==> src/rdce_pkg.sv <==
// ----------------------------------------------------------------------------
// rdce_pkg - shared types and constants of the run-length encoder
// Run cap, widths, the decimal digit table and the run job type.
// ----------------------------------------------------------------------------
package rdce_pkg;

  // Longest run held before it is closed and emitted
  localparam int MAX_RUN = 65535;

  // Run count width: enough to hold MAX_RUN itself
  localparam int CNT_W = $clog2(MAX_RUN + 1);

  // Number of decimal digits of the largest count
  function automatic int num_digits(input longint v);
    longint p;
    int     n;
    p = 10;
    n = 1;
    while (p <= v) begin
      p = p * 10;
      n = n + 1;
    end
    return n;
  endfunction

  localparam int NDIG  = num_digits(MAX_RUN);
  localparam int POS_W = (NDIG > 1) ? $clog2(NDIG) : 1;

  // d * 10^k fits in four bits more than the count
  localparam int PROD_W = CNT_W + 4;

  localparam logic [7:0] ASCII_ZERO = 8'h30;

  localparam int JOBQ_DEPTH = 2;
  localparam int JOBQ_PTR_W = $clog2(JOBQ_DEPTH);
  localparam int JOBQ_CNT_W = $clog2(JOBQ_DEPTH + 1);

  typedef logic [9:0][PROD_W-1:0] mult_row_t;
  typedef mult_row_t [NDIG-1:0]   mult_tab_t;

  // Entry [k][d] holds d * 10^k
  function automatic mult_tab_t mult_table();
    mult_tab_t t;
    longint    p;
    p = 1;
    for (int k = 0; k < NDIG; k++) begin
      for (int d = 0; d < 10; d++) begin
        t[k][d] = PROD_W'(p * d);
      end
      p = p * 10;
    end
    return t;
  endfunction

  localparam mult_tab_t MULT_TAB = mult_table();

  // One finished run on its way to the digit emitter
  typedef struct packed {
    logic [7:0]       sym;
    logic [CNT_W-1:0] count;
    logic             item_done;
    logic             string_done;
  } job_t;

  typedef enum logic [1:0] {
    B_IDLE,
    B_DIGITS,
    B_SYMBOL
  } back_state_t;

endpackage

==> src/rle_decimal_count_encoder_top.sv <==
// ----------------------------------------------------------------------------
// rle_decimal_count_encoder_top - run-length encoder with decimal counts
// Encodes a byte string as runs: count in ASCII decimal, then the symbol.
//
//   channel | handshake        | fields
//   --------+------------------+------------------------------------------
//   input   | push / full      | in_byte[7:0], string_end
//   result  | empty / pop      | out_byte[7:0], is_symbol, item_done,
//           |                  | string_done
//
// A byte that closes no run is taken every cycle. A byte that closes runs
// holds full while the tracker hands its jobs to the queue. The emitter
// writes one result per cycle while its result slot is free or popped: a run
// gives its count digits, then its symbol, after a load when it was idle.
// Reset clears the open run, the job queue and the output valid flag.
// A stalled result side fills the two-entry job queue and then holds full.
// ----------------------------------------------------------------------------
module rle_decimal_count_encoder_top (
  input  logic       clk,
  input  logic       rst,
  input  logic       push,
  output logic       full,
  input  logic [7:0] in_byte,
  input  logic       string_end,
  output logic       empty,
  input  logic       pop,
  output logic [7:0] out_byte,
  output logic       is_symbol,
  output logic       item_done,
  output logic       string_done
);

  logic           job_valid;
  rdce_pkg::job_t job;
  logic           job_full;
  logic           q_valid;
  rdce_pkg::job_t q_job;
  logic           q_pop;
  logic           out_valid;

  rdce_front u_front (
    .clk        (clk),
    .rst        (rst),
    .push       (push),
    .full       (full),
    .in_byte    (in_byte),
    .string_end (string_end),
    .job_valid  (job_valid),
    .job        (job),
    .job_full   (job_full)
  );

  rdce_jobq u_jobq (
    .clk      (clk),
    .rst      (rst),
    .wr_en    (job_valid),
    .wr_job   (job),
    .q_full   (job_full),
    .rd_en    (q_pop),
    .rd_valid (q_valid),
    .rd_job   (q_job)
  );

  rdce_back u_back (
    .clk         (clk),
    .rst         (rst),
    .q_valid     (q_valid),
    .q_job       (q_job),
    .q_pop       (q_pop),
    .out_valid   (out_valid),
    .pop         (pop),
    .out_byte    (out_byte),
    .is_symbol   (is_symbol),
    .item_done   (item_done),
    .string_done (string_done)
  );

  assign empty = !out_valid;

endmodule

==> src/rdce_front.sv <==
// ----------------------------------------------------------------------------
// rdce_front - run tracker
// Takes string bytes, tracks the open run and turns each closed run into a
// job for the digit emitter. One byte can close up to two runs.
// ----------------------------------------------------------------------------
module rdce_front (
  input  logic               clk,
  input  logic               rst,
  input  logic               push,
  output logic               full,
  input  logic [7:0]         in_byte,
  input  logic               string_end,
  output logic               job_valid,
  output rdce_pkg::job_t     job,
  input  logic               job_full
);

  logic [7:0]                run_symbol;
  logic [rdce_pkg::CNT_W-1:0] run_count;
  logic                      run_open;

  logic                      pend_a_valid;
  logic                      pend_b_valid;
  rdce_pkg::job_t            pend_a;
  rdce_pkg::job_t            pend_b;

  logic                      accept;
  logic                      same;
  logic                      a_valid;
  logic                      b_valid;
  logic                      cap;
  logic [rdce_pkg::CNT_W-1:0] count_next;
  rdce_pkg::job_t            job_a_next;
  rdce_pkg::job_t            job_b_next;

  assign full   = pend_a_valid || pend_b_valid;
  assign accept = push && !full;

  always_comb begin
    same       = run_open && (in_byte == run_symbol);
    a_valid    = run_open && !same;
    count_next = same ? run_count + 1'b1 : rdce_pkg::CNT_W'(1);
    cap        = count_next >= rdce_pkg::CNT_W'(rdce_pkg::MAX_RUN);
    b_valid    = cap || string_end;

    job_a_next.sym         = run_symbol;
    job_a_next.count       = run_count;
    job_a_next.item_done   = !b_valid;
    job_a_next.string_done = string_end && !b_valid;

    job_b_next.sym         = in_byte;
    job_b_next.count       = count_next;
    job_b_next.item_done   = 1'b1;
    job_b_next.string_done = string_end;
  end

  assign job_valid = pend_a_valid || pend_b_valid;
  assign job       = pend_a_valid ? pend_a : pend_b;

  always_ff @(posedge clk) begin
    if (rst) begin
      run_symbol   <= '0;
      run_count    <= '0;
      run_open     <= 1'b0;
      pend_a_valid <= 1'b0;
      pend_b_valid <= 1'b0;
    end else begin
      if (accept) begin
        run_symbol   <= in_byte;
        run_count    <= count_next;
        run_open     <= !b_valid;
        pend_a_valid <= a_valid;
        pend_b_valid <= b_valid;
        pend_a       <= job_a_next;
        pend_b       <= job_b_next;
      end else if (!job_full) begin
        // drain the older run first
        if (pend_a_valid) begin
          pend_a_valid <= 1'b0;
        end else if (pend_b_valid) begin
          pend_b_valid <= 1'b0;
        end
      end
    end
  end

`ifndef ASSERT_OFF
  a_string_done_ends_item: assert property (@(posedge clk) disable iff (rst)
    job_valid && job.string_done |-> job.item_done)
    else $error("string_done on a job that does not close its item");
`endif

endmodule

==> src/rdce_jobq.sv <==
// ----------------------------------------------------------------------------
// rdce_jobq - run job queue
// Short first-in first-out queue of closed runs between tracker and emitter.
// ----------------------------------------------------------------------------
module rdce_jobq (
  input  logic           clk,
  input  logic           rst,
  input  logic           wr_en,
  input  rdce_pkg::job_t wr_job,
  output logic           q_full,
  input  logic           rd_en,
  output logic           rd_valid,
  output rdce_pkg::job_t rd_job
);

  rdce_pkg::job_t                  entries [rdce_pkg::JOBQ_DEPTH];
  logic [rdce_pkg::JOBQ_PTR_W-1:0] wr_ptr;
  logic [rdce_pkg::JOBQ_PTR_W-1:0] rd_ptr;
  logic [rdce_pkg::JOBQ_CNT_W-1:0] cnt;
  logic                            do_wr;
  logic                            do_rd;

  assign q_full   = cnt == rdce_pkg::JOBQ_CNT_W'(rdce_pkg::JOBQ_DEPTH);
  assign rd_valid = cnt != '0;
  assign rd_job   = entries[rd_ptr];
  assign do_wr    = wr_en && !q_full;
  assign do_rd    = rd_en && rd_valid;

  always_ff @(posedge clk) begin
    if (do_wr) begin
      entries[wr_ptr] <= wr_job;
    end
  end

  always_ff @(posedge clk) begin
    if (rst) begin
      wr_ptr <= '0;
      rd_ptr <= '0;
      cnt    <= '0;
    end else begin
      if (do_wr) begin
        wr_ptr <= wr_ptr + 1'b1;
      end
      if (do_rd) begin
        rd_ptr <= rd_ptr + 1'b1;
      end
      if (do_wr && !do_rd) begin
        cnt <= cnt + 1'b1;
      end else if (do_rd && !do_wr) begin
        cnt <= cnt - 1'b1;
      end
    end
  end

`ifndef ASSERT_OFF
  a_cnt_bound: assert property (@(posedge clk) disable iff (rst)
    cnt <= rdce_pkg::JOBQ_CNT_W'(rdce_pkg::JOBQ_DEPTH))
    else $error("job queue count beyond depth");
`endif

endmodule

==> src/rdce_back.sv <==
// ----------------------------------------------------------------------------
// rdce_back - digit emitter
// Takes one run job at a time, writes its count as decimal digits, most
// significant first, then the symbol, one byte per cycle into the output
// register while that register is free or being popped.
// ----------------------------------------------------------------------------
module rdce_back (
  input  logic           clk,
  input  logic           rst,
  input  logic           q_valid,
  input  rdce_pkg::job_t q_job,
  output logic           q_pop,
  output logic           out_valid,
  input  logic           pop,
  output logic [7:0]     out_byte,
  output logic           is_symbol,
  output logic           item_done,
  output logic           string_done
);

  rdce_pkg::back_state_t        state;
  rdce_pkg::back_state_t        state_next;

  logic [rdce_pkg::CNT_W-1:0]   rem;
  logic [rdce_pkg::POS_W-1:0]   pos;
  logic [7:0]                   sym;
  logic                         job_item_done;
  logic                         job_string_done;

  logic                         slot_free;
  logic                         load;
  logic                         emit_digit;
  logic                         emit_sym;
  logic [rdce_pkg::PROD_W-1:0]  rem_ext;
  logic [rdce_pkg::PROD_W-1:0]  load_ext;
  logic [3:0]                   dig;
  logic [rdce_pkg::CNT_W-1:0]   rem_next;
  logic [rdce_pkg::POS_W-1:0]   start_pos;

  assign slot_free = !out_valid || pop;
  assign rem_ext   = rdce_pkg::PROD_W'(rem);
  assign load_ext  = rdce_pkg::PROD_W'(q_job.count);

  // position of the leading digit
  always_comb begin
    start_pos = '0;
    for (int k = 1; k < rdce_pkg::NDIG; k++) begin
      if (load_ext >= rdce_pkg::MULT_TAB[k][1]) begin
        start_pos = rdce_pkg::POS_W'(k);
      end
    end
  end

  // digit at the current position: largest d with d * 10^pos <= rem
  always_comb begin
    dig = '0;
    for (int d = 1; d < 10; d++) begin
      if (rem_ext >= rdce_pkg::MULT_TAB[pos][d]) begin
        dig = 4'(d);
      end
    end
    rem_next = rdce_pkg::CNT_W'(rem_ext - rdce_pkg::MULT_TAB[pos][dig]);
  end

  always_comb begin
    state_next = state;
    case (state)
      rdce_pkg::B_IDLE: begin
        if (q_valid) begin
          state_next = rdce_pkg::B_DIGITS;
        end
      end
      rdce_pkg::B_DIGITS: begin
        if (slot_free && (pos == '0)) begin
          state_next = rdce_pkg::B_SYMBOL;
        end
      end
      rdce_pkg::B_SYMBOL: begin
        if (slot_free) begin
          state_next = q_valid ? rdce_pkg::B_DIGITS : rdce_pkg::B_IDLE;
        end
      end
      default: begin
        state_next = rdce_pkg::B_IDLE;
      end
    endcase
  end

  always_comb begin
    load       = 1'b0;
    emit_digit = 1'b0;
    emit_sym   = 1'b0;
    case (state)
      rdce_pkg::B_IDLE: begin
        load = q_valid;
      end
      rdce_pkg::B_DIGITS: begin
        emit_digit = slot_free;
      end
      rdce_pkg::B_SYMBOL: begin
        emit_sym = slot_free;
        load     = slot_free && q_valid;
      end
      default: begin
        load = 1'b0;
      end
    endcase
  end

  assign q_pop = load;

  always_ff @(posedge clk) begin
    if (rst) begin
      state     <= rdce_pkg::B_IDLE;
      out_valid <= 1'b0;
    end else begin
      state <= state_next;
      if (emit_digit || emit_sym) begin
        out_valid <= 1'b1;
      end else if (pop) begin
        out_valid <= 1'b0;
      end
    end
  end

  always_ff @(posedge clk) begin
    if (load) begin
      rem             <= q_job.count;
      pos             <= start_pos;
      sym             <= q_job.sym;
      job_item_done   <= q_job.item_done;
      job_string_done <= q_job.string_done;
    end else if (emit_digit) begin
      rem <= rem_next;
      if (pos != '0) begin
        pos <= pos - 1'b1;
      end
    end

    if (emit_digit) begin
      out_byte    <= rdce_pkg::ASCII_ZERO + {4'b0000, dig};
      is_symbol   <= 1'b0;
      item_done   <= 1'b0;
      string_done <= 1'b0;
    end else if (emit_sym) begin
      out_byte    <= sym;
      is_symbol   <= 1'b1;
      item_done   <= job_item_done;
      string_done <= job_string_done;
    end
  end

`ifndef ASSERT_OFF
  a_rem_below_next_power: assert property (@(posedge clk) disable iff (rst)
    state == rdce_pkg::B_DIGITS |->
      ({1'b0, rem_ext} < ({1'b0, rdce_pkg::MULT_TAB[pos][9]} +
                          {1'b0, rdce_pkg::MULT_TAB[pos][1]})))
    else $error("remainder too large for digit position");

  a_rem_spent: assert property (@(posedge clk) disable iff (rst)
    state == rdce_pkg::B_SYMBOL |-> rem == '0)
    else $error("count not fully emitted before symbol");

  a_digit_ascii: assert property (@(posedge clk) disable iff (rst)
    out_valid && !is_symbol |->
      (out_byte >= rdce_pkg::ASCII_ZERO) && (out_byte <= rdce_pkg::ASCII_ZERO + 8'd9))
    else $error("count result is not a decimal digit");
`endif

endmodule

==> config.mk <==
export PLATFORM = sky130hd
export DESIGN_NAME = rle_decimal_count_encoder_top
export DESIGN_NICKNAME = d
export VERILOG_FILES = /design/src/rdce_pkg.sv /design/src/rle_decimal_count_encoder_top.sv /design/src/rdce_front.sv /design/src/rdce_jobq.sv /design/src/rdce_back.sv
export SDC_FILE = /design/constraint.sdc
export NUM_CORES = 1
export LEC_CHECK = 0
export BUFFER_PORTS_ARGS = -buffer_cell sky130_fd_sc_hd__buf_2
export CORE_MARGIN = 1
export CORE_UTILIZATION = 35
export DETAILED_ROUTE_END_ITERATION = 16
export GPL_TIMING_DRIVEN = 0
export SYNTH_ARGS = -nofsm -noshare
export SYNTH_HDL_FRONTEND = slang
export SYNTH_SLANG_ARGS = --single-unit
==> constraint.sdc <==
create_clock -name clk -period 5.2 [get_ports clk]
set_input_delay 0.26 -clock clk [delete_from_list [all_inputs] [get_ports clk]]
set_output_delay 0.26 -clock clk [all_outputs]
set_load 0.03 [all_outputs]
==> impl_table.tex <==
\begin{tabular}{lr}
\hline
Metric & Value \\
\hline
\multicolumn{2}{l}{\textbf{Drt}} \\
\quad WL per Instance & approximately 18 µm \\
\quad Count of vias placed by the detailed router & 8707 \\
\quad Total DRC errors in the routed layout & 0 \\
\quad First drt pass iteration count & 5 \\
\quad Remaining antenna violation count & 0 \\
\quad Initial detailed-routing violation count & about 590 \\
\quad Sum of routed wire length over all layers & roughly 29000 µm \\
\quad Post-DR vias/cell & $\sim$5.5 \\
\multicolumn{2}{l}{\textbf{Synth}} \\
\quad Synth Warn \# & 0 \\
\quad Per-instance average area after synthesis & 10.5 µm² \\
\quad Area of the mapped netlist & between 10000 and 15000 µm² \\
\quad Synthesized net count & between 1000 and 1500 \\
\quad Combinational family with the most area after synthesis & compound AO/OA/AOI/OAI gates \\
\quad Post-Synth Adder-Cell Area & 0.108 \\
\quad Area fraction in and, or, nand and nor cells after synthesis & 0.147 \\
\quad Fraction of the mapped netlist area in compound gates & 0.162 \\
\quad Most common flop cell mapped by yosys & sky130\_fd\_sc\_hd\_\_edfxtp\_1 \\
\quad Post-synthesis share of cell area spent on xor and xnor gates & 0.0295 \\
\quad Share of the yosys chip area belonging to registers & 0.474 \\
\quad Netlist cell types & 85 \\
\quad Number of synthesized flops with an enable pin & between 100 and 150 \\
\quad Number of synthesized register bits & $\sim$200 \\
\quad Share of synthesized area spent on multiplexers & 0.0511 \\
\quad Synthesized netlist cell count & approximately 1100 \\
\quad Post-synth ARST share & 0 \\
\multicolumn{2}{l}{\textbf{Critical path}} \\
\quad Worst stage delay on the critical path & roughly 0.38 ns \\
\quad Crit. End Element & flop \\
\quad Req. time, crit path & 5.33 ns \\
\quad Most common cell type on the critical path & sky130\_fd\_sc\_hd\_\_buf\_6 \\
\quad Category of cells accounting for the largest share of critical-path delay & compound AO/OA/AOI/OAI gates \\
\quad Peak fanout along the critical path & 6 \\
\quad Kind of start point of the critical path & flop \\
\quad Critical path class & flop to flop \\
\quad Worst path arrival time & between 5 and 6 ns \\
\quad Buf/Inv on CP & 7 \\
\quad Worst-path cell with the longest stage delay & sky130\_fd\_sc\_hd\_\_dfxtp\_4 \\
\multicolumn{2}{l}{\textbf{Global routing}} \\
\quad Number of global-route vias before repair & roughly 8700 \\
\quad First-pass GRT wire length & approximately 46000 µm \\
\quad Number of antenna violations at the first check in global routing & 0 \\
\quad Largest net degree at the start of global routing & 35 \\
\quad Tot GR Track Use & 0.176 \\
\quad Remaining global-route overflow & 0 \\
\multicolumn{2}{l}{\textbf{Timing}} \\
\quad Tightest Pin Transition & about 1.2 ns \\
\quad Share of the cycle needed by the critical path after routing & 1.04 \\
\quad F\_max & approximately 0.19 GHz \\
\quad Worst max-slew margin expressed relative to the limit & 0.176 \\
\quad Endpoints failing setup & 5 \\
\quad Clock Skews & $\sim$0.021 ns \\
\quad Final Slew Violations & 0 \\
\quad Count of final hold-check violations & 0 \\
\quad Setup slack of the critical path after layout & -0.195 ns \\
\quad Fin crit period & 5.39 ns \\
\quad RSZ-0062 raised after global routing & yes \\
\multicolumn{2}{l}{\textbf{Clocking}} \\
\quad Clock latency reported for the late side of the worst-skew pair & 0.43 ns \\
\quad CTS Root Cell & sky130\_fd\_sc\_hd\_\_clkbuf\_16 \\
\quad Bufs on Longest Clock Path & 2 \\
\quad \# clock sinks & between 150 and 200 \\
\quad Register clock-pin slew on the reported worst setup and hold paths & about 0.080 ns \\
\quad Clock tree from TritonCTS & yes \\
\quad H-tree level count & 4 \\
\quad CTS buffer count & 17 \\
\multicolumn{2}{l}{\textbf{Place}} \\
\quad Port buffer count & 24 \\
\quad DP HPWL & $\sim$21000 µm \\
\quad Placer congestion estimate & between 0.9 and 1 \\
\multicolumn{2}{l}{\textbf{Floorplanning}} \\
\quad Full die area & around 33000 µm² \\
\quad Placeable core area & 31600 µm² \\
\quad Die Ht & 182 µm \\
\quad Number of top-level pins & 26 \\
\quad Initial core utilization & 0.357 \\
\quad Cell row count & 65 \\
\quad Die X-Extent & $\sim$180 µm \\
\multicolumn{2}{l}{\textbf{Finish}} \\
\quad Antenna diodes & 0 \\
\quad Leading cell type in the layout, fill and taps excluded & sky130\_fd\_sc\_hd\_\_edfxtp\_1 \\
\quad Layout overhead on the synthesized area & 19.4\% \\
\quad Utilization after layout & 0.426 \\
\quad Most frequent cells in the layout & sky130\_fd\_sc\_hd\_\_edfxtp\_1, sky130\_fd\_sc\_hd\_\_nand2\_1, sky130\_fd\_sc\_hd\_\_ha\_1, sky130\_fd\_sc\_hd\_\_a21oi\_1, sky130\_fd\_sc\_hd\_\_nor2\_1 \\
\quad Ratio of cells with drive above 1 in the final layout & 0.206 \\
\quad Net count, final & approximately 1300 \\
\quad Filler Cell Count & between 3000 and 4000 \\
\multicolumn{2}{l}{\textbf{Worst hold path}} \\
\quad Hold Crit Class & input pin to flop \\
\multicolumn{2}{l}{\textbf{Flow run}} \\
\quad Max-capacitance violation count & 0 \\
\multicolumn{2}{l}{\textbf{Outcome}} \\
\quad Violated checks & negative setup slack \\
\quad Outcome & finished, violations left \\
\hline
\end{tabular}
-- per-stage QoR --
stage / setup TNS, ns / setup slack [ns] / hold WS (ns) / cells / area (µm²)
6_report: -0.587 / -0.195 / 0.0363 / 1594 / 13500
5_1_grt: -1.50 / -0.390 / 0.0202 / 1594 / 13500
4_1_cts: 0 / 0.00249 / 0.0229 / 1581 / 13200
3_5_place_dp: -6.25 / -0.930 / 0.466 / 1508 / 12000
3_3_place_gp: -6.46 / -0.977 / 0.463 / 1505 / 11900
2_1_floorplan: 0 / 0.170 / 0.359 / 1079 / 11300
-- worst register-to-register path, stage by stage (launching register included) --
cell and delay [ns]:
sky130_fd_sc_hd__dfxtp_4 0.38, sky130_fd_sc_hd__clkinvlp_4 0.17, sky130_fd_sc_hd__buf_12 0.18, sky130_fd_sc_hd__buf_4 0.13, sky130_fd_sc_hd__ha_1 0.36, sky130_fd_sc_hd__a21oi_1 0.19
sky130_fd_sc_hd__o21a_1 0.20, sky130_fd_sc_hd__nand4b_1 0.15, sky130_fd_sc_hd__o22ai_2 0.25, sky130_fd_sc_hd__o311ai_4 0.16, sky130_fd_sc_hd__buf_6 0.16, sky130_fd_sc_hd__a31oi_4 0.30
sky130_fd_sc_hd__buf_6 0.18, sky130_fd_sc_hd__buf_6 0.11, sky130_fd_sc_hd__nand3_2 0.08, sky130_fd_sc_hd__o311ai_2 0.08, sky130_fd_sc_hd__o211ai_1 0.16, sky130_fd_sc_hd__ha_2 0.20
sky130_fd_sc_hd__or3_1 0.34, sky130_fd_sc_hd__o211a_1 0.23, sky130_fd_sc_hd__and3_4 0.18, sky130_fd_sc_hd__o31a_1 0.33, sky130_fd_sc_hd__a31oi_2 0.22, sky130_fd_sc_hd__buf_4 0.15
sky130_fd_sc_hd__xnor2_1 0.06, sky130_fd_sc_hd__nor2_1 0.09, sky130_fd_sc_hd__a21oi_1 0.05
-- cell usage after synthesis, types with 13 or more instances --
cell / instances / area, µm²
sky130_fd_sc_hd__edfxtp_1: 140 / 4200
sky130_fd_sc_hd__nand2_1: 112 / 420
sky130_fd_sc_hd__ha_1: 96 / 1200
sky130_fd_sc_hd__a21oi_1: 87 / 435
sky130_fd_sc_hd__nor2_1: 77 / 289
sky130_fd_sc_hd__dfxtp_1: 57 / 1140
sky130_fd_sc_hd__o21ai_0: 45 / 225
sky130_fd_sc_hd__inv_1: 41 / 154
sky130_fd_sc_hd__mux2_2: 37 / 417
sky130_fd_sc_hd__nand3_1: 32 / 160
sky130_fd_sc_hd__clkbuf_1: 23 / 86.3
sky130_fd_sc_hd__xnor2_1: 22 / 193
sky130_fd_sc_hd__nor3_1: 20 / 100
sky130_fd_sc_hd__o211ai_1: 18 / 135
sky130_fd_sc_hd__nand2b_1: 17 / 106
sky130_fd_sc_hd__mux2i_1: 16 / 160
sky130_fd_sc_hd__xor2_1: 16 / 140
sky130_fd_sc_hd__a31oi_1: 15 / 93.8
sky130_fd_sc_hd__and2_1: 13 / 81.3
-- layer usage --
metal  up-vias  part of all wire  global-route usage
met5         -                 0                   0
met4         0             0.027              0.0617
met3        63             0.037              0.0215
met2       237              0.50               0.309
met1      4159              0.44               0.223
li1       4248                 -                   -
-- kinds of logic after synthesis --
family,count (synthesis)
simple gates,341
compound gates,275
flops,197
fa+ha+maj,97
buf+inv,77
mux,53
xor+xnor,38
other cells,1
-- timing repair --
action	4_1_cts	5_1_grt
buffers inserted	41	14
hold buffers	0	0
gates resized for setup	73	32
pin swaps	24	19
endpoints found under the setup margin	11	8
-- path summary, 6_finish.rpt --
check	slack, ns	start	cells past startpoint	end
worst max-delay path	-0.19	flop	26	u_back.rem[13]
worst min-delay path	0.04	in_byte[1]	1	u_front.pend_b[19]
worst max register to register	-0.19	flop	26	u_back.rem[13]
worst min register to register	0.48	u_front.run_symbol[5]	2	u_front.run_symbol[5]
-- cell type report --
type | count | area (µm²) | share of cell area
multi-input combinational | 805 | 6060 | 0.450
sequential | 197 | 5360 | 0.398
timing repair buffer | 82 | 603 | 0.0448
tap | 402 | 503 | 0.0374
clock buffer | 18 | 429 | 0.0319
inverter | 42 | 173 | 0.0128
clock inverter | 14 | 171 | 0.0127
buffer | 34 | 165 | 0.0123
Power is left out: the tool's default activity adds up to more than one toggle a clock period on the data nets, which glitch-free logic cannot reach.
